File: config.mk
export PLATFORM = sky130hd
export DESIGN_NAME = tdm_subslot_endpoint_allocator
export DESIGN_NICKNAME = d
export VERILOG_FILES = /design/src/hw/rtl/tdmsa_pkg.sv /design/src/hw/rtl/tdm_subslot_endpoint_allocator.sv /design/src/hw/rtl/tdmsa_ram.sv /design/src/hw/rtl/tdmsa_ctrl.sv /design/src/hw/rtl/tdmsa_dp.sv
export SDC_FILE = /design/constraint.sdc
export NUM_CORES = 1
export LEC_CHECK = 0
export BUFFER_PORTS_ARGS = -buffer_cell sky130_fd_sc_hd__buf_2
export CAP_MARGIN = 20
export CORE_UTILIZATION = 55
export CTS_CLUSTER_SIZE = 25
export DETAILED_ROUTE_END_ITERATION = 7
export PLACE_DENSITY = 0.79
export SLEW_MARGIN = 25
export SYNTH_ARGS = -nofsm -noshare
export SYNTH_HDL_FRONTEND = slang
export SYNTH_SLANG_ARGS = --single-unit
export TNS_END_PERCENT = 20
File: constraint.sdc
create_clock -name clk -period 19.4 [get_ports clk]
set_input_delay 0.97 -clock clk [delete_from_list [all_inputs] [get_ports clk]]
set_output_delay 0.97 -clock clk [all_outputs]
set_load 0.01 [all_outputs]
File: src/hw/rtl/tdmsa_pkg.sv
`default_nettype none

package tdmsa_pkg;

    localparam int TIMESLOTS = 32;
    localparam int SUBSLOTS  = 15;
    localparam int MAX_EP    = TIMESLOTS * SUBSLOTS;

    localparam int IDX_W  = 9;                      // endpoint index, counts
    localparam int TSQ_W  = 6;                      // quotient of a 9-bit value by 15
    localparam int SS_W   = 4;
    localparam int MUL_W  = 10;                     // timeslot * 15
    localparam int TS_W   = (TIMESLOTS > 1) ? $clog2(TIMESLOTS) : 1;
    localparam int CIDX_W = 2;
    localparam int CDAT_W = 9;

    // 2^15 / 15 rounded up; exact floor for every 9-bit dividend
    localparam int RECIP15 = 2185;
    localparam int RSHIFT  = 15;

    localparam logic [CIDX_W-1:0] CFG_TRUNK_MODE = 2'd0;
    localparam logic [CIDX_W-1:0] CFG_EP_COUNT   = 2'd1;

    typedef enum logic [1:0] {
        KIND_ALLOC   = 2'd0,
        KIND_CLAIM   = 2'd1,
        KIND_RELEASE = 2'd2,
        KIND_UNUSED  = 2'd3
    } kind_t;

    typedef enum logic [1:0] {
        STAT_OK        = 2'd0,
        STAT_NO_FREE   = 2'd1,
        STAT_NOT_FOUND = 2'd2,
        STAT_TS_ZERO   = 2'd3
    } status_t;

    typedef struct packed {
        kind_t             kind;
        logic [IDX_W-1:0]  endpoint_index;
    } req_t;

    typedef struct packed {
        status_t           status;
        logic [IDX_W-1:0]  granted_index;
        logic [IDX_W-1:0]  used_count;
    } rsp_t;

    typedef enum logic [2:0] {
        ST_IDLE,
        ST_DECODE,
        ST_CHECK,
        ST_SCAN,
        ST_UPDATE,
        ST_RESP
    } state_t;

    typedef enum logic [1:0] {
        RD_NONE,
        RD_FIRST,
        RD_NEXT,
        RD_LOOKUP
    } rd_sel_t;

    typedef enum logic [1:0] {
        GR_ZERO,
        GR_IDX,
        GR_SCAN
    } gr_sel_t;

    typedef struct packed {
        logic     capture;
        logic     decode;
        rd_sel_t  rd_sel;
        logic     commit;
        logic     set_res;
        status_t  res_status;
        gr_sel_t  gr_sel;
        logic     load_out;
    } cmd_t;

    typedef struct packed {
        kind_t  kind;
        logic   cnt_zero;
        logic   idx_absent;
        logic   ts_zero_e1;
        logic   hit;
        logic   scan_last;
        logic   out_free;
    } sts_t;

    // overlapping subslots of each subslot in the 64k/32k/16k/8k tree
    localparam logic [SUBSLOTS-1:0] OVERLAP [SUBSLOTS] = '{
        15'h7FFE, 15'h0799, 15'h7861, 15'h0183, 15'h0603, 15'h1805, 15'h6005,
        15'h000B, 15'h000B, 15'h0013, 15'h0013, 15'h0025, 15'h0025,
        15'h0045, 15'h0045
    };

    function automatic logic [TSQ_W-1:0] div15(input logic [IDX_W-1:0] x);
        logic [IDX_W+12-1:0] prod;
        prod = (IDX_W+12)'(x) * (IDX_W+12)'(RECIP15);
        return prod[RSHIFT +: TSQ_W];
    endfunction

    function automatic logic [MUL_W-1:0] mul15(input logic [TSQ_W-1:0] x);
        return (MUL_W'(x) << 4) - MUL_W'(x);
    endfunction

endpackage

`default_nettype wire

File: src/hw/rtl/tdm_subslot_endpoint_allocator.sv
// Channel | Dir | Handshake             | Payload
// in      | in  | in_valid / in_ready   | req_t: kind, endpoint_index
// out     | out | out_valid / out_ready | rsp_t: status, granted_index, used_count
// cfg     | in  | cfg_valid / cfg_ready | cfg_index (0 trunk_mode, 1 endpoint_count), cfg_data
//
// One request at a time. Claim and release go through decode, check, update and
// response before the next accept; rejected requests go from check straight to
// response. Allocate scans one timeslot word a cycle from the busy RAM (registered
// read, next read issued while the current word is checked), up to all 32 timeslots.
// Reset clears per-timeslot valid bits at once; no clearing pass, the block takes
// a request straight after reset. A result waiting in the output register does
// not stop the next request being taken; it only holds the block before its own
// response is loaded. cfg_ready is always high.
`default_nettype none

module tdm_subslot_endpoint_allocator (
    input  wire logic                           clk,
    input  wire logic                           rst_n,
    input  wire logic                           in_valid,
    output logic                                in_ready,
    input  wire tdmsa_pkg::req_t                in_data,
    output logic                                out_valid,
    input  wire logic                           out_ready,
    output tdmsa_pkg::rsp_t                     out_data,
    input  wire logic                           cfg_valid,
    output logic                                cfg_ready,
    input  wire logic [tdmsa_pkg::CIDX_W-1:0]   cfg_index,
    input  wire logic [tdmsa_pkg::CDAT_W-1:0]   cfg_data
);

    import tdmsa_pkg::*;

    // controller drives the datapath through one command word and reads
    // back a status word; nothing else crosses between them
    cmd_t cmd;
    sts_t sts;

    tdmsa_ctrl u_ctrl (
        .clk      (clk),
        .rst_n    (rst_n),
        .in_valid (in_valid),
        .in_ready (in_ready),
        .sts      (sts),
        .cmd      (cmd)
    );

    // datapath: config registers, busy-map RAM with valid bits, scan
    // priority encoder, claimed counter and the output register
    tdmsa_dp u_dp (
        .clk       (clk),
        .rst_n     (rst_n),
        .in_data   (in_data),
        .out_data  (out_data),
        .out_valid (out_valid),
        .out_ready (out_ready),
        .cfg_valid (cfg_valid),
        .cfg_ready (cfg_ready),
        .cfg_index (cfg_index),
        .cfg_data  (cfg_data),
        .cmd       (cmd),
        .sts       (sts)
    );

endmodule

`default_nettype wire

File: src/hw/rtl/tdmsa_ram.sv
`default_nettype none

module tdmsa_ram #(
    parameter int WIDTH = 15,
    parameter int DEPTH = 32
) (
    input  wire logic                                      clk,
    input  wire logic                                      we,
    input  wire logic [((DEPTH > 1) ? $clog2(DEPTH) : 1)-1:0] waddr,
    input  wire logic [WIDTH-1:0]                          wdata,
    input  wire logic                                      re,
    input  wire logic [((DEPTH > 1) ? $clog2(DEPTH) : 1)-1:0] raddr,
    output logic      [WIDTH-1:0]                          rdata
);

    logic [WIDTH-1:0] mem [DEPTH];

    always_ff @(posedge clk)
    begin
        if (we)
        begin
            mem[waddr] <= wdata;
        end
        if (re)
        begin
            rdata <= mem[raddr];
        end
    end

endmodule

`default_nettype wire

File: src/hw/rtl/tdmsa_ctrl.sv
`default_nettype none

module tdmsa_ctrl (
    input  wire logic            clk,
    input  wire logic            rst_n,
    input  wire logic            in_valid,
    output logic                 in_ready,
    input  wire tdmsa_pkg::sts_t sts,
    output tdmsa_pkg::cmd_t      cmd
);

    import tdmsa_pkg::*;

    state_t state_reg, state_next;

    always_ff @(posedge clk or negedge rst_n)
    begin
        if (!rst_n)
        begin
            state_reg <= ST_IDLE;
        end
        else
        begin
            state_reg <= state_next;
        end
    end

    always_comb
    begin
        state_next     = state_reg;
        cmd            = '0;
        cmd.rd_sel     = RD_NONE;
        cmd.res_status = STAT_OK;
        cmd.gr_sel     = GR_ZERO;
        in_ready       = 1'b0;

        unique case (state_reg)
            ST_IDLE:
            begin
                in_ready = 1'b1;
                if (in_valid)
                begin
                    cmd.capture = 1'b1;
                    state_next  = ST_DECODE;
                end
            end

            ST_DECODE:
            begin
                cmd.decode = 1'b1;
                state_next = ST_CHECK;
            end

            ST_CHECK:
            begin
                priority if (sts.kind == KIND_ALLOC)
                begin
                    if (sts.cnt_zero)
                    begin
                        cmd.set_res    = 1'b1;
                        cmd.res_status = STAT_NO_FREE;
                        state_next     = ST_RESP;
                    end
                    else
                    begin
                        cmd.rd_sel = RD_FIRST;
                        state_next = ST_SCAN;
                    end
                end
                else if (sts.kind == KIND_UNUSED || sts.idx_absent)
                begin
                    cmd.set_res    = 1'b1;
                    cmd.res_status = STAT_NOT_FOUND;
                    state_next     = ST_RESP;
                end
                else if (sts.kind == KIND_CLAIM && sts.ts_zero_e1)
                begin
                    cmd.set_res    = 1'b1;
                    cmd.res_status = STAT_TS_ZERO;
                    state_next     = ST_RESP;
                end
                else
                begin
                    cmd.rd_sel = RD_LOOKUP;
                    state_next = ST_UPDATE;
                end
            end

            ST_SCAN:
            begin
                priority if (sts.hit)
                begin
                    cmd.set_res    = 1'b1;
                    cmd.res_status = STAT_OK;
                    cmd.gr_sel     = GR_SCAN;
                    state_next     = ST_RESP;
                end
                else if (sts.scan_last)
                begin
                    cmd.set_res    = 1'b1;
                    cmd.res_status = STAT_NO_FREE;
                    state_next     = ST_RESP;
                end
                else
                begin
                    cmd.rd_sel = RD_NEXT;
                end
            end

            ST_UPDATE:
            begin
                cmd.commit     = 1'b1;
                cmd.set_res    = 1'b1;
                cmd.res_status = STAT_OK;
                cmd.gr_sel     = GR_IDX;
                state_next     = ST_RESP;
            end

            ST_RESP:
            begin
                if (sts.out_free)
                begin
                    cmd.load_out = 1'b1;
                    state_next   = ST_IDLE;
                end
            end

            default:
            begin
                state_next = ST_IDLE;
            end
        endcase
    end

    // a scan ends in a response, never in a write-back
    a_scan_exit: assert property (@(posedge clk) disable iff (!rst_n)
        state_reg == ST_SCAN |=> state_reg == ST_SCAN || state_reg == ST_RESP)
        else $error("scan left for a state other than response");

endmodule

`default_nettype wire

File: src/hw/rtl/tdmsa_dp.sv
`default_nettype none

module tdmsa_dp (
    input  wire logic                               clk,
    input  wire logic                               rst_n,
    input  wire tdmsa_pkg::req_t                    in_data,
    output tdmsa_pkg::rsp_t                         out_data,
    output logic                                    out_valid,
    input  wire logic                               out_ready,
    input  wire logic                               cfg_valid,
    output logic                                    cfg_ready,
    input  wire logic [tdmsa_pkg::CIDX_W-1:0]       cfg_index,
    input  wire logic [tdmsa_pkg::CDAT_W-1:0]       cfg_data,
    input  wire tdmsa_pkg::cmd_t                    cmd,
    output tdmsa_pkg::sts_t                         sts
);

    import tdmsa_pkg::*;

    // configuration and control state
    logic                  mode_reg;
    logic [IDX_W-1:0]      count_reg;
    logic [IDX_W-1:0]      claimed_reg, claimed_next;
    logic [TIMESLOTS-1:0]  vld_reg;
    logic                  rd_vld_reg, rd_vld_next;
    logic                  out_valid_reg;

    // payload
    kind_t                 kind_reg;
    logic [IDX_W-1:0]      idx_reg;
    logic [TSQ_W-1:0]      ts_reg;
    logic [TSQ_W-1:0]      last_ts_reg;
    logic [TS_W-1:0]       scan_ts_reg, scan_ts_next;
    status_t               res_status_reg;
    logic [IDX_W-1:0]      res_idx_reg, res_idx_next;
    rsp_t                  out_data_reg;

    logic [IDX_W-1:0]      eff_cnt;
    logic                  re;
    logic [TS_W-1:0]       raddr;
    logic [SUBSLOTS-1:0]   ram_q;
    logic [SUBSLOTS-1:0]   word;
    logic [MUL_W-1:0]      scan_base;
    logic [MUL_W-1:0]      rem_cnt;
    logic [SUBSLOTS-1:0]   present;
    logic [SUBSLOTS-1:0]   free_vec;
    logic                  hit;
    logic [SS_W-1:0]       hit_ss;
    logic [SS_W-1:0]       ss;
    logic [SUBSLOTS-1:0]   ss_bit;
    logic                  cur_busy;
    logic                  we;
    logic [SUBSLOTS-1:0]   wdata;

    assign cfg_ready = 1'b1;

    always_comb
    begin
        if (32'(count_reg) > MAX_EP)
        begin
            eff_cnt = IDX_W'(MAX_EP);
        end
        else
        begin
            eff_cnt = count_reg;
        end
    end

    // read port select
    always_comb
    begin
        re           = 1'b1;
        raddr        = '0;
        scan_ts_next = scan_ts_reg;
        unique case (cmd.rd_sel)
            RD_NONE:
            begin
                re = 1'b0;
            end
            RD_FIRST:
            begin
                scan_ts_next = '0;
            end
            RD_NEXT:
            begin
                raddr        = scan_ts_reg + 1'b1;
                scan_ts_next = scan_ts_reg + 1'b1;
            end
            RD_LOOKUP:
            begin
                raddr = ts_reg[TS_W-1:0];
            end
            default:
            begin
                re = 1'b0;
            end
        endcase
        rd_vld_next = rd_vld_reg;
        if (re)
        begin
            rd_vld_next = (32'(raddr) < TIMESLOTS) && vld_reg[raddr];
        end
    end

    tdmsa_ram #(
        .WIDTH (SUBSLOTS),
        .DEPTH (TIMESLOTS)
    ) u_busy_ram (
        .clk   (clk),
        .we    (we),
        .waddr (ts_reg[TS_W-1:0]),
        .wdata (wdata),
        .re    (re),
        .raddr (raddr),
        .rdata (ram_q)
    );

    // never-written timeslots read as all free
    assign word = rd_vld_reg ? ram_q : '0;

    // scan: first free present subslot, with overlap interlock on E1
    always_comb
    begin
        scan_base = mul15(TSQ_W'(scan_ts_reg));
        rem_cnt   = MUL_W'(eff_cnt) - scan_base;
        if (rem_cnt >= MUL_W'(SUBSLOTS))
        begin
            present = '1;
        end
        else
        begin
            present = SUBSLOTS'((16'(1) << rem_cnt[SS_W-1:0]) - 16'(1));
        end
        for (int s = 0; s < SUBSLOTS; s++)
        begin
            free_vec[s] = !word[s] && present[s]
                          && !(mode_reg && ((word & present & OVERLAP[s]) != '0));
        end
        hit    = 1'b0;
        hit_ss = '0;
        for (int s = SUBSLOTS - 1; s >= 0; s--)
        begin
            if (free_vec[s])
            begin
                hit    = 1'b1;
                hit_ss = SS_W'(s);
            end
        end
    end

    // claim / release write-back
    always_comb
    begin
        ss       = SS_W'(MUL_W'(idx_reg) - mul15(ts_reg));
        ss_bit   = SUBSLOTS'(1) << ss;
        cur_busy = (word & ss_bit) != '0;
        we       = 1'b0;
        wdata    = word;
        claimed_next = claimed_reg;
        if (cmd.commit)
        begin
            if (kind_reg == KIND_CLAIM)
            begin
                wdata = word | ss_bit;
                if (!cur_busy)
                begin
                    we           = 1'b1;
                    claimed_next = claimed_reg + 1'b1;
                end
            end
            else
            begin
                wdata = word & ~ss_bit;
                if (cur_busy)
                begin
                    we = 1'b1;
                    if (claimed_reg != '0)
                    begin
                        claimed_next = claimed_reg - 1'b1;
                    end
                end
            end
        end
    end

    always_comb
    begin
        unique case (cmd.gr_sel)
            GR_ZERO: res_idx_next = '0;
            GR_IDX:  res_idx_next = idx_reg;
            GR_SCAN: res_idx_next = IDX_W'(scan_base + MUL_W'(hit_ss));
            default: res_idx_next = '0;
        endcase
    end

    always_ff @(posedge clk or negedge rst_n)
    begin
        if (!rst_n)
        begin
            mode_reg      <= 1'b0;
            count_reg     <= IDX_W'(480);
            claimed_reg   <= '0;
            vld_reg       <= '0;
            rd_vld_reg    <= 1'b0;
            out_valid_reg <= 1'b0;
        end
        else
        begin
            if (cfg_valid && cfg_index == CFG_TRUNK_MODE)
            begin
                mode_reg <= cfg_data[0];
            end
            if (cfg_valid && cfg_index == CFG_EP_COUNT)
            begin
                count_reg <= cfg_data[IDX_W-1:0];
            end
            claimed_reg <= claimed_next;
            rd_vld_reg  <= rd_vld_next;
            if (we)
            begin
                vld_reg[ts_reg[TS_W-1:0]] <= 1'b1;
            end
            if (cmd.load_out)
            begin
                out_valid_reg <= 1'b1;
            end
            else if (out_ready)
            begin
                out_valid_reg <= 1'b0;
            end
        end
    end

    always_ff @(posedge clk)
    begin
        if (cmd.capture)
        begin
            kind_reg <= in_data.kind;
            idx_reg  <= in_data.endpoint_index;
        end
        if (cmd.decode)
        begin
            ts_reg      <= div15(idx_reg);
            last_ts_reg <= div15(IDX_W'(eff_cnt - 1'b1));
        end
        scan_ts_reg <= scan_ts_next;
        if (cmd.set_res)
        begin
            res_status_reg <= cmd.res_status;
            res_idx_reg    <= res_idx_next;
        end
        if (cmd.load_out)
        begin
            out_data_reg.status        <= res_status_reg;
            out_data_reg.granted_index <= res_idx_reg;
            out_data_reg.used_count    <= claimed_reg;
        end
    end

    assign out_data  = out_data_reg;
    assign out_valid = out_valid_reg;

    assign sts.kind       = kind_reg;
    assign sts.cnt_zero   = eff_cnt == '0;
    assign sts.idx_absent = idx_reg >= eff_cnt;
    assign sts.ts_zero_e1 = mode_reg && ts_reg == '0;
    assign sts.hit        = hit;
    assign sts.scan_last  = TSQ_W'(scan_ts_reg) == last_ts_reg;
    assign sts.out_free   = !out_valid_reg || out_ready;

    a_used_bound: assert property (@(posedge clk) disable iff (!rst_n)
        32'(claimed_reg) <= MAX_EP)
        else $error("claimed counter beyond endpoint total");

    a_count_moves_on_commit: assert property (@(posedge clk) disable iff (!rst_n)
        !cmd.commit |=> $stable(claimed_reg))
        else $error("claimed counter moved outside write-back");

    a_fail_grants_zero: assert property (@(posedge clk) disable iff (!rst_n)
        out_valid_reg && out_data_reg.status != STAT_OK |-> out_data_reg.granted_index == '0)
        else $error("failed request carries a granted index");

endmodule

`default_nettype wire
* After elaboration in Yosys (flattened, before gate mapping)
Memory sizes are Yosys's and may differ from the RTL's. A register that Yosys moved wholly into a read port is not among the register bits.
Cells that the tools add are included.
** Operators by class
- Bitwise logic cells :: 6
- Reductions and logical operators :: 101
- Eq/ne operators :: 18
- $mul :: 2
- Multiplexer cells :: 86
- Shift-type cells :: 2
- Order comparisons :: 6
- Add/subtract/negate cells :: 10
** Operators with widths (count)
- 15-bit nonzero test :: 12
- 15-bit 2-to-1 mux :: 4
- 4-bit 2-to-1 mux :: 15
- 1-bit logical AND :: 46
- 15-bit AND :: 3
- 9-bit 2-to-1 mux :: 5
- 9-bit by 12-bit multiplier with 21-bit output (second input constant) :: 2
- 3-bit 2-to-1 mux :: 12
- 1-bit 2-to-1 mux :: 35
- 32-bit bitwise OR :: 1
- 1-bit by 4-bit << shifter with 15-bit output (first input constant) :: 2
- 1-bit zero test :: 28
- 5-bit one-hot mux with 2 select lines :: 2
- 3-bit one-hot mux with 6 select lines :: 1
- 9-bit one-hot mux with 2 select lines :: 1
- 9-bit by 1-bit subtractor with 9-bit output (second input constant) :: 2
- 15-bit inverter :: 1
- 15-bit bitwise OR :: 1
- 15-bit by 2-bit subtractor with 15-bit output (second input constant) :: 1
- 5-bit by 6-bit < comparator with 1-bit output (second input constant) :: 2
- 2-bit 2-to-1 mux :: 6
- 10-bit by 4-bit greater-or-equal comparator with 1-bit output (second input constant) :: 1
- 9-bit by 10-bit subtractor with 10-bit output :: 1
- 9-bit by 5-bit subtractor with 10-bit output :: 1
- 29 further kinds :: 46
** Storage, ports and cells
- Register bits :: 115
- Output and inout port bits :: 23
- Memories kept :: 1
- Memory bits (writable) :: 480
- Input bits :: 27
- Logic and storage cells :: 249
** Memories
- u_dp.u_busy_ram.mem :: depth 32, bits a word 15, rd ports 1, clocked after Yosys merged registers in 1, write ports 1, RTL line tdmsa_ram.sv:16 : logic [WIDTH-1:0] mem [DEPTH];

* Longest topological paths before layout
- Word-level depth :: 32
- Gate-level depth with buffers :: 34

* Cells and area by module
Synthesis repeated with hierarchy kept, for this count alone.
** Second synthesis, totals
- Cell total of the unflattened synthesis :: 2071
- Area, all modules :: 28895.2 µm²
** Modules (own cells, without submodules)
- tdmsa_ram :: area an instance 19358.6 µm², cells an instance 1075, times used 1, seq. area each 14864.3 µm²
- tdmsa_dp :: area an instance 9122.5 µm², cells an instance 944, times used 1, seq. area each 3103.0 µm²
- tdmsa_ctrl :: area an instance 414.1 µm², cells an instance 52, times used 1, seq. area each 75.1 µm²

* Worst setup path before layout
OpenSTA, ideal clock, no wires.
- Path kind :: register to register
- Start :: register u_dp.count_reg[5]
- End :: register u_dp.u_busy_ram.rdata[10], read port of u_dp.u_busy_ram.mem, data pin
- Library setup time :: 268 ps
- Stages on the path, launching flop included :: 32
- Setup slack :: 12077 ps
- Data required time :: 19132 ps
- Data arrival time :: 7054 ps
- Cell sequence :: dfstp_2 clkbuf_1 nand4_1 nand2_1 ha_1 inv_1 fa_1 xor2_1 clkbuf_1 nor3_1 inv_1 ha_1 clkbuf_1 a22oi_1 o21ai_0 a211oi_1 nand4_1 a2111oi_2 a221oi_2 nand4_2 nor3_4 o21a_1 ha_1 nor2b_1 a21oi_1 buf_1 buf_1 mux4_2 nand2_1 nand3_1 nand3_1 o21ai_0
** Between the ends
- Longest elaborated chain between the ends :: 30
- Elaborated cells between the ends (all ways) :: 99
- Those cells by class :: add/sub (2); order compare (3); eq/ne (2); shift (1); mux (23); bitwise (1); reduce/logical (67)
** Ends and longest elaborated chain
- start, declared :: RTL line tdmsa_dp.sv:22 : logic [IDX_W-1:0] count_reg;
- start signal, assigned :: RTL line tdmsa_dp.sv:215 : count_reg <= cfg_data[IDX_W-1:0];
- 9-bit > comparator :: RTL line tdmsa_dp.sv:59 : if (32'(count_reg) > MAX_EP)
- 9-bit 2-to-1 mux (*) :: RTL line tdmsa_dp.sv:59
- 9-bit by 10-bit subtractor with 10-bit output :: RTL line tdmsa_dp.sv:125 : rem_cnt = MUL_W'(eff_cnt) - scan_base;
- 1-bit by 4-bit << shifter with 15-bit output :: RTL line tdmsa_dp.sv:132 : present = SUBSLOTS'((16'(1) << rem_cnt[SS_W-1:0]) - 16'(1));
- 15-bit by 2-bit subtractor with 15-bit output :: RTL line tdmsa_dp.sv:132
- 15-bit 2-to-1 mux :: RTL line tdmsa_dp.sv:126 : if (rem_cnt >= MUL_W'(SUBSLOTS))
- 15-bit AND :: RTL line tdmsa_dp.sv:137 : && !(mode_reg && ((word & present & OVERLAP[s]) != '0));
- 15-bit nonzero test :: RTL line tdmsa_dp.sv:137
- 1-bit logical AND :: RTL line tdmsa_dp.sv:137
- 1-bit zero test :: RTL line tdmsa_dp.sv:137
- 1-bit logical AND :: RTL line tdmsa_dp.sv:137
- 1-bit 2-to-1 mux (15 in series) :: RTL line tdmsa_dp.sv:143 : if (free_vec[s])
- 2-bit 2-to-1 mux :: RTL line tdmsa_ctrl.sv:91 : priority if (sts.hit)
- 2-bit one-hot mux with 2 select lines (*) :: RTL line tdmsa_ctrl.sv:37 : unique case (state_reg)
- 2-bit == test / 2-bit zero test (equally long branches) :: RTL line tdmsa_dp.sv:75 : unique case (cmd.rd_sel)
- 5-bit one-hot mux with 2 select lines / 1-bit zero test (equally long branches)
- end, declared :: RTL line tdmsa_ram.sv:13 : output logic [WIDTH-1:0] rdata
Mark *: on every way between the ends. The rest lies on a longest branch, timed or not.
A chain may end at the register's enable or synchronous reset.

* Final worst setup path
- Start :: register u_dp.count_reg[6]
- End :: register u_dp.u_busy_ram.rdata[9], read port of u_dp.u_busy_ram.mem, data pin
The elaborated chain is that of the path after synthesis.

==> impl_metrics.yaml <==
pwr:
  p_per_area_nw_per_um2: 135
  leakage_nw: 11.6
  ir_worst_vdd_uv: 82.9
sta:
  max_slew.worst_pin.slew_ps: 1080
  setup_violations: 0
  skew_ps: 57.6
  max-slew-margin-rel_pct: 26.2
  clock.fmax_ghz: 0.105
  min_period_over_period_pct: 49.3
  setup_tns_ps: 0
  fin_crit_ps: 9560
  slew_violations: 0
  rsz0062_at_grt: "no"
  hold_violations: 0
final_layout:
  final_cell_mix: "edfxtp_1 (554), nand2_1 (241), mux4_2 (130)"
  largest_reg_flops: 480
  syn_to_final_growth_pct: 12.0
  layout_commonest_cell: "edfxtp_1"
  layout-drive-gt1-share_pct: 20.4
  final_core_util_pct: 62.9
  n_antenna_cell: 0
  fin_nets: 2139
worst_setup_path:
  critPathSlowestCell: "buf_6"
  worstPathRequired_ps: 19770
  cpMostUsedCell: "nand2_1"
  max_stage_delay_ps: 660
  critPathMaxFanout: 51
  arrival_ps: 9940
  crit_type: "flop to flop"
  cpLargestDelayFamily: "simple AND/OR/NAND/NOR gates"
  worst_setup_path_start_kind: "flop"
  end_kind: "flop"
  crit_buf_inv: 6
synthesis:
  syn_nets: 2074
  synth.distinct_cells: 79
  yosysWarnings: 0
  synthMuxAreaShare_pct: 11.5
  ys_seq_elements: 610
  synthSimpleGateAreaFrac_pct: 9.04
  synthArstFlopShare_pct: 9.18
  synth_compound_area_share_pct: 6.36
  avgSynthCellArea_sq_um: 14.7
  synthXorXnorAreaFrac_pct: 1.79
  syn-instance-count: 1930
  netlist_area_sq_um: 28300
  ys.flop_type: "edfxtp_1"
  yosysSeqAreaShare_pct: 63.6
  synth-edff-count: 554
  synth_fa_ha_area_share_pct: 5.53
  synth_top_family_by_area: "multiplexers"
routing:
  drtIter0Drc: 2177
  vias_per_cell: 6.46
  drt-total-wl_mm: 72.3
  dr.pass1.iters: 6
  avgRoutedWirePerCell_um: 26.6
  drc_errors: 0
  vias: 17600
  postRouteAntennaNets: 0
global_route:
  grt_pass1_vias: 17500
  grt_max_degree: 63
  grt-ovfl-total: 0
  grt_pass1_wl_mm: 109
  grtUsageTotal_pct: 27.8
  antenna_found_initial: 3
clocking:
  cts.sinks: 610
  cts_hold_buf: 0
  cts_max_level: 2
  clk_pin_slew_ps: 80
  clk_path_buf_depth: 3
  cts_resized: 0
  tritoncts: "done"
  postCtsSetupBuffers: 0
  cts_root_buffer: "clkbuf_16"
  cts_buffers: 60
  clock_latency_ps: 660
job:
  cap_viol_max_count: 0
die:
  die_h_um: 229
  die_w_um: 229
  dieArea_sq_um: 52500
  start_util_pct: 56.2
  rows: 82
  ios: 50
  core_area_sq_um: 50500
placement:
  globalplace.congestion: 0.936
  io_buffers: 48
  dp_hpwl_mm: 44.1
outcome:
  status: "completed"
min_path:
  hold_path_class: "flop to flop"
-- logic make-up (layout without fill, tap and decap cells) --
family	Yosys count	in the layout
flops	610	610
xor+xnor	58	58
other cells	1	1
mux	161	161
compound gates	273	273
simple gates	557	557
fa+ha+maj	117	117
buf+inv	153	270
-- worst paths after layout --
check                                    startpoint  slack, ps  cells past startpoint                        to
min in group asynchronous                     rst_n        510                      2       u_dp.claimed_reg[0]
worst min register to register  u_dp.res_idx_reg[0]        380                      0          u_dp.out_data[9]
worst max register to register    u_dp.count_reg[6]       9840                     32  u_dp.u_busy_ram.rdata[9]
worst min-delay path            u_dp.res_idx_reg[0]        380                      0          u_dp.out_data[9]
max in group asynchronous                     rst_n      18300                      2          u_dp.vld_reg[18]
worst max-delay path              u_dp.count_reg[6]       9840                     32  u_dp.u_busy_ram.rdata[9]
-- cell usage after synthesis (7+ instances only) --
library cell    n  area (sq um)
and2_1          8          50.1
dfrtp_1        52          1300
nand2b_1       11          68.8
xor2_1         20           175
mux2i_1        18           180
a21o_1         22           165
and3_1          9          56.3
fa_1           14           280
xnor2_1        38           333
nor2b_1        16           100
mux4_2        130          2930
a31oi_1        14          87.6
a21oi_1        61           305
edfxtp_1      554         16600
clkbuf_1       60           225
a22oi_1        11          82.6
nor3_1         13          65.1
nor2_1         93           349
o21ai_0        68           340
nand3_1       107           536
ha_1          103          1290
nand2_1       241           905
o22ai_1        10          62.6
mux2_2         13           146
buf_1          28           105
or2_2          21           131
o21ai_1         7          35.0
o21bai_1       22           165
inv_1          57           214
nand4_1         9          56.3
-- worst reg2reg max path: cells and delay by family, from the launching register on --
| kind | cells | cell delay [ps] |
|---|---|---|
| AOI/OAI and AO/OA | 9 | 1860 |
| adders and majority gates | 4 | 1480 |
| buffers and inverters | 6 | 2320 |
| muxes | 1 | 610 |
| DFF | 1 | 600 |
| and+or+nand+nor | 12 | 2460 |
-- stage by stage --
stage	cells	setup slack [ps]	power, mW	cell area (sq um)	hold slack (ps)
after floorplan	1930	12080	2.65	28300	400
after global placement	2600	9470	3.02	29600	408
after detailed placement	2601	9410	3.07	29600	405
after CTS	2715	9380	4.25	31600	384
after global routing	2719	9020	4.46	31800	391
final	2719	9840	4.27	31800	377
-- metal layers --
metal | GRT usage (%) | vias to the layer above | share of wire [%]
li1 | - | 7529 | -
met1 | 37.1 | 8812 | 38
met2 | 45.4 | 1030 | 49
met3 | 5.20 | 189 | 9.1
met4 | 11.1 | 6 | 3.9
met5 | 0 | - | 0.055
-- power by group --
part | internal, mW | switching, mW
registers | 1.64 | 0.0985
logic | 0.489 | 0.862
clock network | 0.658 | 0.526
-- area by class of cell --
| class | count | area, sq um |
|---|---|---|
| clock buffer | 65 | 1530 |
| clock inverter | 49 | 478 |
| fill | 3573 | 18700 |
| inverter | 57 | 214 |
| multi-input combinational | 1167 | 9960 |
| sequential | 610 | 18000 |
| tap | 672 | 841 |
| timing repair buffer | 99 | 693 |
Note: power is estimated with default switching activity, not from simulation.
